--- src/rtl/gmprc_pkg.sv ---
`default_nettype none
// ---------------------------------------------------------------------------
// gmprc_pkg
// Shared constants, types and helpers for the grid route check block.
// ---------------------------------------------------------------------------
package gmprc_pkg;

   localparam int MAX_COLS   = 64;
   localparam int MAX_ROWS   = 64;
   localparam int VALUE_BITS = 10;
   localparam int COST_BITS  = 17;

   localparam int COL_BITS   = (MAX_COLS > 1) ? $clog2(MAX_COLS) : 1;
   localparam int ROW_BITS   = (MAX_ROWS > 1) ? $clog2(MAX_ROWS) : 1;

   // configuration port
   localparam int CSR_IDX_BITS  = 2;
   localparam int CSR_DATA_BITS = 7;
   localparam logic [CSR_IDX_BITS-1:0] CSR_ROW_COUNT = CSR_IDX_BITS'(0);
   localparam logic [CSR_IDX_BITS-1:0] CSR_COL_COUNT = CSR_IDX_BITS'(1);

   // counts held one bit wider than the indexes so the maximum fits
   localparam int CNT_BITS = COL_BITS > ROW_BITS ? COL_BITS + 1 : ROW_BITS + 1;

   localparam logic [COST_BITS-1:0] SAT_MAX = '1;

   // position of one cell in the grid, decided when it is accepted
   typedef struct packed {
      logic [COL_BITS-1:0] col;
      logic [ROW_BITS-1:0] row;
      logic                row_end;
      logic                grid_last;
   } pos_type;

   // one entry of the row buffer
   typedef struct packed {
      logic                 reach;
      logic [COST_BITS-1:0] cost;
   } cost_word_type;

   localparam int WORD_BITS = $bits(cost_word_type);

   function automatic logic [COST_BITS-1:0] sat_add(
      input logic [COST_BITS-1:0] a,
      input logic [COST_BITS-1:0] b
   );
      logic [COST_BITS:0] s;
      s = {1'b0, a} + {1'b0, b};
      return s[COST_BITS] ? SAT_MAX : s[COST_BITS-1:0];
   endfunction

   function automatic logic [CNT_BITS-1:0] clamp_count(
      input logic [CSR_DATA_BITS-1:0] v,
      input logic [CNT_BITS-1:0]      hi
   );
      logic [CNT_BITS+CSR_DATA_BITS-1:0] vw;
      logic [CNT_BITS+CSR_DATA_BITS-1:0] hw;
      vw = (CNT_BITS+CSR_DATA_BITS)'(v);
      hw = (CNT_BITS+CSR_DATA_BITS)'(hi);
      if (vw == '0) begin
         return CNT_BITS'(1);
      end else if (vw > hw) begin
         return hi;
      end
      return vw[CNT_BITS-1:0];
   endfunction

endpackage
`default_nettype wire

--- src/rtl/grid_min_path_route_check_top.sv ---
`default_nettype none
// ---------------------------------------------------------------------------
// grid_min_path_route_check_top
// Minimum right/down path sum over a streamed grid with blocked cells,
// checked against a danger limit of largest cell plus largest row sum.
// ---------------------------------------------------------------------------
//   channel  | direction | ports                       | handshake
//   req_     | in        | cell_value, blocked         | valid / stall
//   rsp_     | out       | route_ok, reachable, cost.. | valid / stall
//   csr_     | in        | we, index, wdata            | write on we
//
// one cell per cycle sustained while no last cell waits on a held result;
// a grid's last cell passes the cell register, then the result register
// the row buffer is read for each cell as it is accepted and written as the
// cell leaves the cell register, with a bypass when both hit the same column
// reset is synchronous and leaves a 1 x 1 grid; the row buffer is not cleared
// cells keep flowing while a result waits; only a last cell waits for it
// ---------------------------------------------------------------------------
module grid_min_path_route_check_top
   import gmprc_pkg::*;
(
   input  wire logic                     clock,
   input  wire logic                     reset,
   input  wire logic                     req_valid,
   output      logic                     req_stall,
   input  wire logic [VALUE_BITS-1:0]    req_cell_value,
   input  wire logic                     req_blocked,
   output      logic                     rsp_valid,
   input  wire logic                     rsp_stall,
   output      logic                     rsp_route_ok,
   output      logic                     rsp_reachable,
   output      logic [COST_BITS-1:0]     rsp_path_cost,
   output      logic [COST_BITS-1:0]     rsp_danger_limit,
   input  wire logic                     csr_we,
   input  wire logic [CSR_IDX_BITS-1:0]  csr_index,
   input  wire logic [CSR_DATA_BITS-1:0] csr_wdata
);

   logic                 accept;
   logic                 restart;
   logic                 busy;
   pos_type              cur_pos;
   logic                 ram_wr_en;
   logic [COL_BITS-1:0]  ram_wr_addr;
   logic [WORD_BITS-1:0] ram_wr_data;
   logic [WORD_BITS-1:0] ram_rd_data;

   assign req_stall = busy;
   assign accept    = req_valid && !req_stall;

   gmprc_seq u_seq (
      .clock     (clock),
      .reset     (reset),
      .csr_we    (csr_we),
      .csr_index (csr_index),
      .csr_wdata (csr_wdata),
      .accept    (accept),
      .cur_pos   (cur_pos),
      .restart   (restart)
   );

   gmprc_ram #(
      .WIDTH (WORD_BITS),
      .DEPTH (MAX_COLS)
   ) u_row_buf (
      .clock   (clock),
      .wr_en   (ram_wr_en),
      .wr_addr (ram_wr_addr),
      .wr_data (ram_wr_data),
      .rd_en   (accept),
      .rd_addr (cur_pos.col),
      .rd_data (ram_rd_data)
   );

   gmprc_path u_path (
      .clock            (clock),
      .reset            (reset),
      .restart          (restart),
      .accept           (accept),
      .cur_pos          (cur_pos),
      .cell_value       (req_cell_value),
      .blocked          (req_blocked),
      .ram_rd_data      (ram_rd_data),
      .ram_wr_en        (ram_wr_en),
      .ram_wr_addr      (ram_wr_addr),
      .ram_wr_data      (ram_wr_data),
      .busy             (busy),
      .rsp_valid        (rsp_valid),
      .rsp_stall        (rsp_stall),
      .rsp_route_ok     (rsp_route_ok),
      .rsp_reachable    (rsp_reachable),
      .rsp_path_cost    (rsp_path_cost),
      .rsp_danger_limit (rsp_danger_limit)
   );

endmodule
`default_nettype wire

--- src/rtl/gmprc_ram.sv ---
`default_nettype none
// ---------------------------------------------------------------------------
// gmprc_ram
// Generic single-write, single-read RAM with registered read data.
// ---------------------------------------------------------------------------
module gmprc_ram #(
   parameter  int WIDTH     = 8,
   parameter  int DEPTH     = 64,
   localparam int ADDR_BITS = (DEPTH > 1) ? $clog2(DEPTH) : 1
) (
   input  wire logic                     clock,
   input  wire logic                     wr_en,
   input  wire logic [ADDR_BITS-1:0]     wr_addr,
   input  wire logic [WIDTH-1:0]         wr_data,
   input  wire logic                     rd_en,
   input  wire logic [ADDR_BITS-1:0]     rd_addr,
   output      logic [WIDTH-1:0]         rd_data
);

   logic [WIDTH-1:0] mem_ff [DEPTH];

   always_ff @(posedge clock) begin
      if (wr_en) begin
         mem_ff[wr_addr] <= wr_data;
      end
      if (rd_en) begin
         rd_data <= mem_ff[rd_addr];
      end
   end

endmodule
`default_nettype wire

--- src/rtl/gmprc_seq.sv ---
`default_nettype none
// ---------------------------------------------------------------------------
// gmprc_seq
// Grid size registers and the row/column counters on the accept side.
// ---------------------------------------------------------------------------
module gmprc_seq
   import gmprc_pkg::*;
(
   input  wire logic                     clock,
   input  wire logic                     reset,
   input  wire logic                     csr_we,
   input  wire logic [CSR_IDX_BITS-1:0]  csr_index,
   input  wire logic [CSR_DATA_BITS-1:0] csr_wdata,
   input  wire logic                     accept,
   output      pos_type                  cur_pos,
   output      logic                     restart
);

   logic [CNT_BITS-1:0] row_count_ff, row_count_in;
   logic [CNT_BITS-1:0] col_count_ff, col_count_in;
   logic [COL_BITS-1:0] col_ff, col_in;
   logic [ROW_BITS-1:0] row_ff, row_in;
   logic [CNT_BITS-1:0] col_plus;
   logic [CNT_BITS-1:0] row_plus;

   assign col_plus = CNT_BITS'(col_ff) + CNT_BITS'(1);
   assign row_plus = CNT_BITS'(row_ff) + CNT_BITS'(1);

   assign cur_pos.col       = col_ff;
   assign cur_pos.row       = row_ff;
   assign cur_pos.row_end   = col_plus >= col_count_ff;
   assign cur_pos.grid_last = cur_pos.row_end && (row_plus >= row_count_ff);

   assign restart = csr_we && (csr_index == CSR_ROW_COUNT || csr_index == CSR_COL_COUNT);

   always_comb begin
      row_count_in = row_count_ff;
      col_count_in = col_count_ff;
      col_in       = col_ff;
      row_in       = row_ff;
      if (restart) begin
         if (csr_index == CSR_ROW_COUNT) begin
            row_count_in = clamp_count(csr_wdata, CNT_BITS'(MAX_ROWS));
         end else begin
            col_count_in = clamp_count(csr_wdata, CNT_BITS'(MAX_COLS));
         end
         col_in = '0;
         row_in = '0;
      end else if (accept) begin
         if (cur_pos.row_end) begin
            col_in = '0;
            row_in = cur_pos.grid_last ? '0 : row_plus[ROW_BITS-1:0];
         end else begin
            col_in = col_plus[COL_BITS-1:0];
         end
      end
   end

   always_ff @(posedge clock) begin
      if (reset) begin
         row_count_ff <= CNT_BITS'(1);
         col_count_ff <= CNT_BITS'(1);
         col_ff       <= '0;
         row_ff       <= '0;
      end else begin
         row_count_ff <= row_count_in;
         col_count_ff <= col_count_in;
         col_ff       <= col_in;
         row_ff       <= row_in;
      end
   end

endmodule
`default_nettype wire

--- src/rtl/gmprc_path.sv ---
`default_nettype none
// ---------------------------------------------------------------------------
// gmprc_path
// Cell register, path cost / danger limit datapath and result register.
// ---------------------------------------------------------------------------
module gmprc_path
   import gmprc_pkg::*;
(
   input  wire logic                  clock,
   input  wire logic                  reset,
   input  wire logic                  restart,
   input  wire logic                  accept,
   input  wire pos_type               cur_pos,
   input  wire logic [VALUE_BITS-1:0] cell_value,
   input  wire logic                  blocked,
   input  wire logic [WORD_BITS-1:0]  ram_rd_data,
   output      logic                  ram_wr_en,
   output      logic [COL_BITS-1:0]   ram_wr_addr,
   output      logic [WORD_BITS-1:0]  ram_wr_data,
   output      logic                  busy,
   output      logic                  rsp_valid,
   input  wire logic                  rsp_stall,
   output      logic                  rsp_route_ok,
   output      logic                  rsp_reachable,
   output      logic [COST_BITS-1:0]  rsp_path_cost,
   output      logic [COST_BITS-1:0]  rsp_danger_limit
);

   // cell register
   logic                  in_valid_ff, in_valid_in;
   logic [VALUE_BITS-1:0] in_value_ff;
   logic                  in_blocked_ff;
   pos_type               in_pos_ff;
   logic                  byp_hit_ff;
   cost_word_type         byp_data_ff;

   // scan state
   logic [COST_BITS-1:0]  left_cost_ff;
   logic                  left_reach_ff;
   logic [COST_BITS-1:0]  row_sum_ff;
   logic [COST_BITS-1:0]  max_row_ff;
   logic [VALUE_BITS-1:0] max_cell_ff;

   // result register
   logic                  rsp_valid_ff, rsp_valid_in;
   logic                  rsp_route_ok_ff;
   logic                  rsp_reachable_ff;
   logic [COST_BITS-1:0]  rsp_path_cost_ff;
   logic [COST_BITS-1:0]  rsp_danger_limit_ff;

   logic                  fire;
   cost_word_type         up_word;
   cost_word_type         new_word;
   logic [COST_BITS-1:0]  v;
   logic                  up_ok, lf_ok, corner;
   logic [COST_BITS-1:0]  best;
   logic [COST_BITS-1:0]  row_sum_base;
   logic [COST_BITS-1:0]  row_sum_new;
   logic [VALUE_BITS-1:0] max_cell_new;
   logic [COST_BITS-1:0]  max_row_new;
   logic [COST_BITS-1:0]  limit;

   assign fire = in_valid_ff && !(in_pos_ff.grid_last && rsp_valid_ff && rsp_stall);
   assign busy = in_valid_ff && !fire;

   // row above comes from the buffer, or from the write that raced the read
   assign up_word = byp_hit_ff ? byp_data_ff : cost_word_type'(ram_rd_data);

   assign v      = in_blocked_ff ? '0 : COST_BITS'(in_value_ff);
   assign corner = (in_pos_ff.row == '0) && (in_pos_ff.col == '0);
   assign up_ok  = (in_pos_ff.row != '0) && up_word.reach;
   assign lf_ok  = (in_pos_ff.col != '0) && left_reach_ff;

   always_comb begin
      if (up_ok && !(lf_ok && left_cost_ff < up_word.cost)) begin
         best = up_word.cost;
      end else begin
         best = left_cost_ff;
      end
      new_word.reach = !in_blocked_ff && (corner || up_ok || lf_ok);
      if (!new_word.reach) begin
         new_word.cost = '0;
      end else if (corner) begin
         new_word.cost = v;
      end else begin
         new_word.cost = sat_add(best, v);
      end
   end

   assign row_sum_base = (in_pos_ff.col == '0) ? '0 : row_sum_ff;
   assign row_sum_new  = sat_add(row_sum_base, v);
   assign max_cell_new = (v[VALUE_BITS-1:0] > max_cell_ff) ? v[VALUE_BITS-1:0] : max_cell_ff;
   assign max_row_new  = (in_pos_ff.row_end && row_sum_new > max_row_ff) ? row_sum_new
                                                                         : max_row_ff;
   assign limit        = sat_add(COST_BITS'(max_cell_new), max_row_new);

   assign ram_wr_en   = fire;
   assign ram_wr_addr = in_pos_ff.col;
   assign ram_wr_data = new_word;

   always_comb begin
      priority if (accept) begin
         in_valid_in = 1'b1;
      end else if (fire) begin
         in_valid_in = 1'b0;
      end else begin
         in_valid_in = in_valid_ff;
      end
   end

   always_comb begin
      priority if (fire && in_pos_ff.grid_last) begin
         rsp_valid_in = 1'b1;
      end else if (!rsp_stall) begin
         rsp_valid_in = 1'b0;
      end else begin
         rsp_valid_in = rsp_valid_ff;
      end
   end

   always_ff @(posedge clock) begin
      if (reset) begin
         in_valid_ff   <= 1'b0;
         rsp_valid_ff  <= 1'b0;
         left_reach_ff <= 1'b0;
         left_cost_ff  <= '0;
         row_sum_ff    <= '0;
         max_row_ff    <= '0;
         max_cell_ff   <= '0;
      end else begin
         in_valid_ff  <= in_valid_in;
         rsp_valid_ff <= rsp_valid_in;
         if (restart) begin
            left_reach_ff <= 1'b0;
            left_cost_ff  <= '0;
            row_sum_ff    <= '0;
            max_row_ff    <= '0;
            max_cell_ff   <= '0;
         end else if (fire) begin
            left_reach_ff <= new_word.reach;
            left_cost_ff  <= new_word.cost;
            row_sum_ff    <= row_sum_new;
            if (in_pos_ff.grid_last) begin
               max_row_ff  <= '0;
               max_cell_ff <= '0;
            end else begin
               max_row_ff  <= max_row_new;
               max_cell_ff <= max_cell_new;
            end
         end
      end
   end

   // payload registers
   always_ff @(posedge clock) begin
      if (accept) begin
         in_value_ff   <= cell_value;
         in_blocked_ff <= blocked;
         in_pos_ff     <= cur_pos;
         byp_hit_ff    <= fire && (in_pos_ff.col == cur_pos.col);
         byp_data_ff   <= new_word;
      end
      if (fire && in_pos_ff.grid_last) begin
         rsp_route_ok_ff     <= new_word.reach && (new_word.cost <= limit);
         rsp_reachable_ff    <= new_word.reach;
         rsp_path_cost_ff    <= new_word.cost;
         rsp_danger_limit_ff <= limit;
      end
   end

   assign rsp_valid        = rsp_valid_ff;
   assign rsp_route_ok     = rsp_route_ok_ff;
   assign rsp_reachable    = rsp_reachable_ff;
   assign rsp_path_cost    = rsp_path_cost_ff;
   assign rsp_danger_limit = rsp_danger_limit_ff;

   a_no_accept_when_held: assert property (@(posedge clock) disable iff (reset)
      busy |-> !accept)
      else $error("cell accepted while the held cell could not move on");

   a_last_cell_gives_item: assert property (@(posedge clock) disable iff (reset)
      fire && in_pos_ff.grid_last |=> rsp_valid_ff)
      else $error("last cell of the grid produced no item");

   a_unreached_cost_zero: assert property (@(posedge clock) disable iff (reset)
      ram_wr_en && !new_word.reach |-> new_word.cost == '0)
      else $error("unreachable cell written with a non-zero cost");

   a_route_ok_consistent: assert property (@(posedge clock) disable iff (reset)
      rsp_valid_ff && rsp_route_ok_ff |->
         rsp_reachable_ff && (rsp_path_cost_ff <= rsp_danger_limit_ff))
      else $error("route passed without reach or within limit");

endmodule
`default_nettype wire
--- config.mk ---
export PLATFORM = sky130hd
export DESIGN_NAME = grid_min_path_route_check_top
export DESIGN_NICKNAME = d
export VERILOG_FILES = /design/src/rtl/gmprc_pkg.sv /design/src/rtl/grid_min_path_route_check_top.sv /design/src/rtl/gmprc_ram.sv /design/src/rtl/gmprc_seq.sv /design/src/rtl/gmprc_path.sv
export SDC_FILE = /design/constraint.sdc
export NUM_CORES = 2
export LEC_CHECK = 0
export ABC_CLOCK_PERIOD_IN_PS = 12350
export BUFFER_PORTS_ARGS = -buffer_cell sky130_fd_sc_hd__buf_4
export CAP_MARGIN = 10
export CORE_UTILIZATION = 62
export CTS_CLUSTER_DIAMETER = 40
export DETAILED_ROUTE_END_ITERATION = 10
export PLACE_DENSITY_LB_ADDON = 0.25
export SYNTH_ARGS = -nofsm -noshare
export SYNTH_HDL_FRONTEND = slang
export SYNTH_SLANG_ARGS = --single-unit
--- constraint.sdc ---
create_clock -name clock -period 12.35 [get_ports clock]
set_input_delay 3.705 -clock clock [delete_from_list [all_inputs] [get_ports clock]]
set_output_delay 3.705 -clock clock [all_outputs]
set_load 0.005 [all_outputs]
==> impl_metrics.yaml <==
outcome:
  status: "finished clean"
floorplanning:
  dieWidth_um: 301
  coreArea_sq_um: 88400
  row_count: 109
  die-area_sq_um: 90400
  ioPinCount: 63
  start_util_pct: 62.6
  die_y_um: 301
timing:
  slew_viol_final: 0
  final_hold_viol_count: 0
  min_period_over_period_pct: 90.2
  period_minus_slack_ns: 11.14
  maxSlewHeadroom_pct: 16.6
  clock_skew_ns: 0.0475
  worst_pin_slew_ns: 1.25
  setup_tns_ns: 0
  setup_viol: 0
  rsz0062_at_grt: "no"
  max_freq_mhz: 89.7
cells_and_area:
  flow.area_growth_from_synthesis_pct: 13.8
  layout_common_cells: "edfxtp_1, mux4_2, clkbuf_16"
  nFillCells: 5162
  regArea_sq_um: 39400
  final_cell_area_sq_um: 62900
  multi_input_comb_area_sq_um: 15500
  drive_gt1_share_pct: 27.9
  final_util_pct: 71.2
  nets: 3241
  layout_commonest_cell: "edfxtp_1"
clocking:
  cts_made_buffers: 155
  htree_levels: 4
  clock_path_buffers: 3
  cts_hold_buf: 0
  cts_setup_buffers: 0
  root_buffer: "clkbuf_16"
  clkTransAtPathRegs_ns: 0.06
  clock_latency_ns: 0.78
  tritoncts: "done"
  clock-sinks: 1340
  cts_resized: 0
critical_path:
  crit_slowest_cell: "or4_1"
  reg2reg_depth: 39
  worstSetupPathType: "reg -> reg"
  rr_startpoint: "u_path.ram_wr_addr[3]"
  crit_fanout: 17
  cpLargestDelayFamily: "compound AO/OA/AOI/OAI gates"
  endpoint_kind: "flop"
  r2r_setup_slack_ns: 1.21
  r2r_end: "u_path.rsp_route_ok"
  critPathMaxStageDelay_ns: 0.85
  crit_required_ns: 12.96
  cp_num_buf_inv: 1
  cp_data_arrival_time_ns: 11.76
  cp-start-kind: "flop"
  crit_top_cell: "a21oi_1"
global_routing:
  grt_pass1_wl_um: 208000
  overflow: 0
  grt_usage_pct: 32.7
  grt_max_degree: 97
  antenna_found_initial: 11
  grt_pass1_vias: 30545
route:
  dr.pass1.iters: 5
  wl_um: 144000
  drtAntennaViolNets: 0
  vias: 30111
  via_per_inst: 6.85
  drt_iter0_markers: 3756
  drc: 0
  wl_per_cell_um: 32.8
power_and_ir_drop:
  clockPowerShare_pct: 44.6
  seqPwrFrac_pct: 49.1
  switching_share_pct: 23.0
  combPwrFrac_pct: 6.3
  irDropWorstVdd_uv: 169
  pwr_density_cell_nw_per_um2: 163
  p_int_w: 0.00793
  leakagePower_nw: 20.4
  power_w: 0.0103
  switching_power_w: 0.00236
yosys:
  ys.flop_type: "edfxtp_1"
  synth_area_per_cell_sq_um: 18.8
  yosys_warnings: 0
  synth_area_sq_um: 55300
  syn_inst: 2938
  ys_seq_elements: 1340
  synth-seq-area-share_pct: 71.1
  yosysUniqueCellTypes: 82
  synth_fp_nets: 3072
  async_flop_share_pct: 0
  synth_edf_count: 1250
placement:
  place.gp.congestion: 0.918
  dp_hpwl_um: 77700
  place_area_sq_um: 57700
  portBuffers: 62
min_path:
  hold_end: "u_path.max_row_ff[15]"
  worstHoldStart: "u_path.max_row_ff[15]"
  hp-class: "reg -> reg"
  hold_depth: 2
run:
  drv_cap: 0
-- worst reg2reg max path: cells and delay by family (launching register included) --
family | cells | cell delay, ns
AOI/OAI and AO/OA | 22 | 4.78
and+or+nand+nor | 10 | 3.45
adders and majority gates | 5 | 1.58
DFF | 1 | 0.50
muxes | 1 | 0.40
buffers and inverters | 1 | 0.27
-- final cells by class --
class,count,share of cell area [%]
multi-input cells,1387,24.6
diodes,5,0.0199
repair buffers,156,1.91
clock buffers,176,6.39
inverters,67,0.400
well taps,1165,2.32
clock inverters,102,1.80
flip-flops and latches,1340,62.5
-- sequential cells by signal, indices dropped and copies added (netlist names), 7 cells and up --
register,count
u_row_buf.mem_ff,1152
u_path.byp_data_ff,18
u_row_buf.rd_data,18
u_path.left_cost_ff,17
u_path.max_row_ff,17
u_path.row_sum_ff,17
u_path.rsp_danger_limit,17
u_path.rsp_path_cost,17
u_path.in_value_ff,10
u_path.max_cell_ff,10
u_path.in_pos_ff,8
u_seq.col_count_ff,7
u_seq.row_count_ff,7
-- kinds of logic after synthesis --
| kind of cell | synth area share [%] |
|---|---|
| buf+inv | 1.47 |
| flops | 71.1 |
| fa+ha+maj | 2.51 |
| mux | 15.9 |
| compound gates | 3.80 |
| xor+xnor | 0.776 |
| simple gates | 4.36 |
-- how the worst max path moves through the flow --
stage	start	endpoint	depth (start not counted)
2_1_floorplan	u_path.ram_wr_addr[3]	u_path.rsp_route_ok	43
3_3_place_gp	u_path.ram_wr_addr[3]	u_path.rsp_route_ok	39
3_5_place_dp	u_path.ram_wr_addr[3]	u_path.rsp_route_ok	39
4_1_cts	u_path.ram_wr_addr[3]	u_path.rsp_route_ok	39
5_1_grt	u_path.ram_wr_addr[3]	u_path.rsp_route_ok	39
6_report	u_path.ram_wr_addr[3]	u_path.rsp_route_ok	39
-- layer usage --
layer	part of all wire (%)	up-vias	global-route usage (%)
met2	49	1849	52.7
li1	-	12325	-
met4	5.1	10	16.2
met5	0.037	-	0
met1	37	15552	43.2
met3	9.2	375	6.49
-- power groups by stage --
stage	registers [W]	logic, W	clock network (W)
floorplan	0.00513	0.000419	0
global placement	0.00514	0.000618	0
detailed placement	0.00514	0.000634	0
CTS	0.00505	0.000644	0.00463
global route	0.00505	0.000700	0.00479
finish	0.00505	0.000650	0.00459
-- synthesized netlist by cell type (9+ instances only) --
| master | n | area, sq um |
|---|---|---|
| edfxtp_1 | 1250 | 37500 |
| mux4_2 | 378 | 8510 |
| nor2_1 | 192 | 721 |
| nand2_1 | 113 | 424 |
| ha_1 | 106 | 1330 |
| clkbuf_1 | 104 | 390 |
| dfxtp_1 | 90 | 1800 |
| a21oi_1 | 87 | 435 |
| inv_1 | 66 | 248 |
| o21ai_0 | 62 | 310 |
| nand3_1 | 41 | 205 |
| buf_1 | 31 | 116 |
| a21o_1 | 29 | 218 |
| nor2b_1 | 29 | 181 |
| xnor2_1 | 25 | 219 |
| xor2_1 | 24 | 210 |
| mux2i_1 | 21 | 210 |
| a31oi_1 | 18 | 113 |
| nand4_1 | 17 | 106 |
| nor3_1 | 17 | 85.1 |
| a22oi_1 | 16 | 120 |
| and2_1 | 16 | 100 |
| and3_1 | 15 | 93.8 |
| nand2b_1 | 15 | 93.8 |
| a211oi_1 | 13 | 97.6 |
| o31ai_1 | 13 | 97.6 |
| o211ai_1 | 12 | 90.1 |
| a22o_1 | 9 | 78.8 |
-- metrics by stage --
step | std cells | hold slack [ns] | worst slack [ns]
global placement | 4113 | 0.437 | 1.91
global route | 4394 | 0.478 | 0.488
detailed placement | 4113 | 0.446 | 1.48
floorplan | 2938 | 0.406 | 3.37
finish | 4398 | 0.452 | 1.21
CTS | 4391 | 0.449 | 1.38
(Power assumes the default switching activity.)
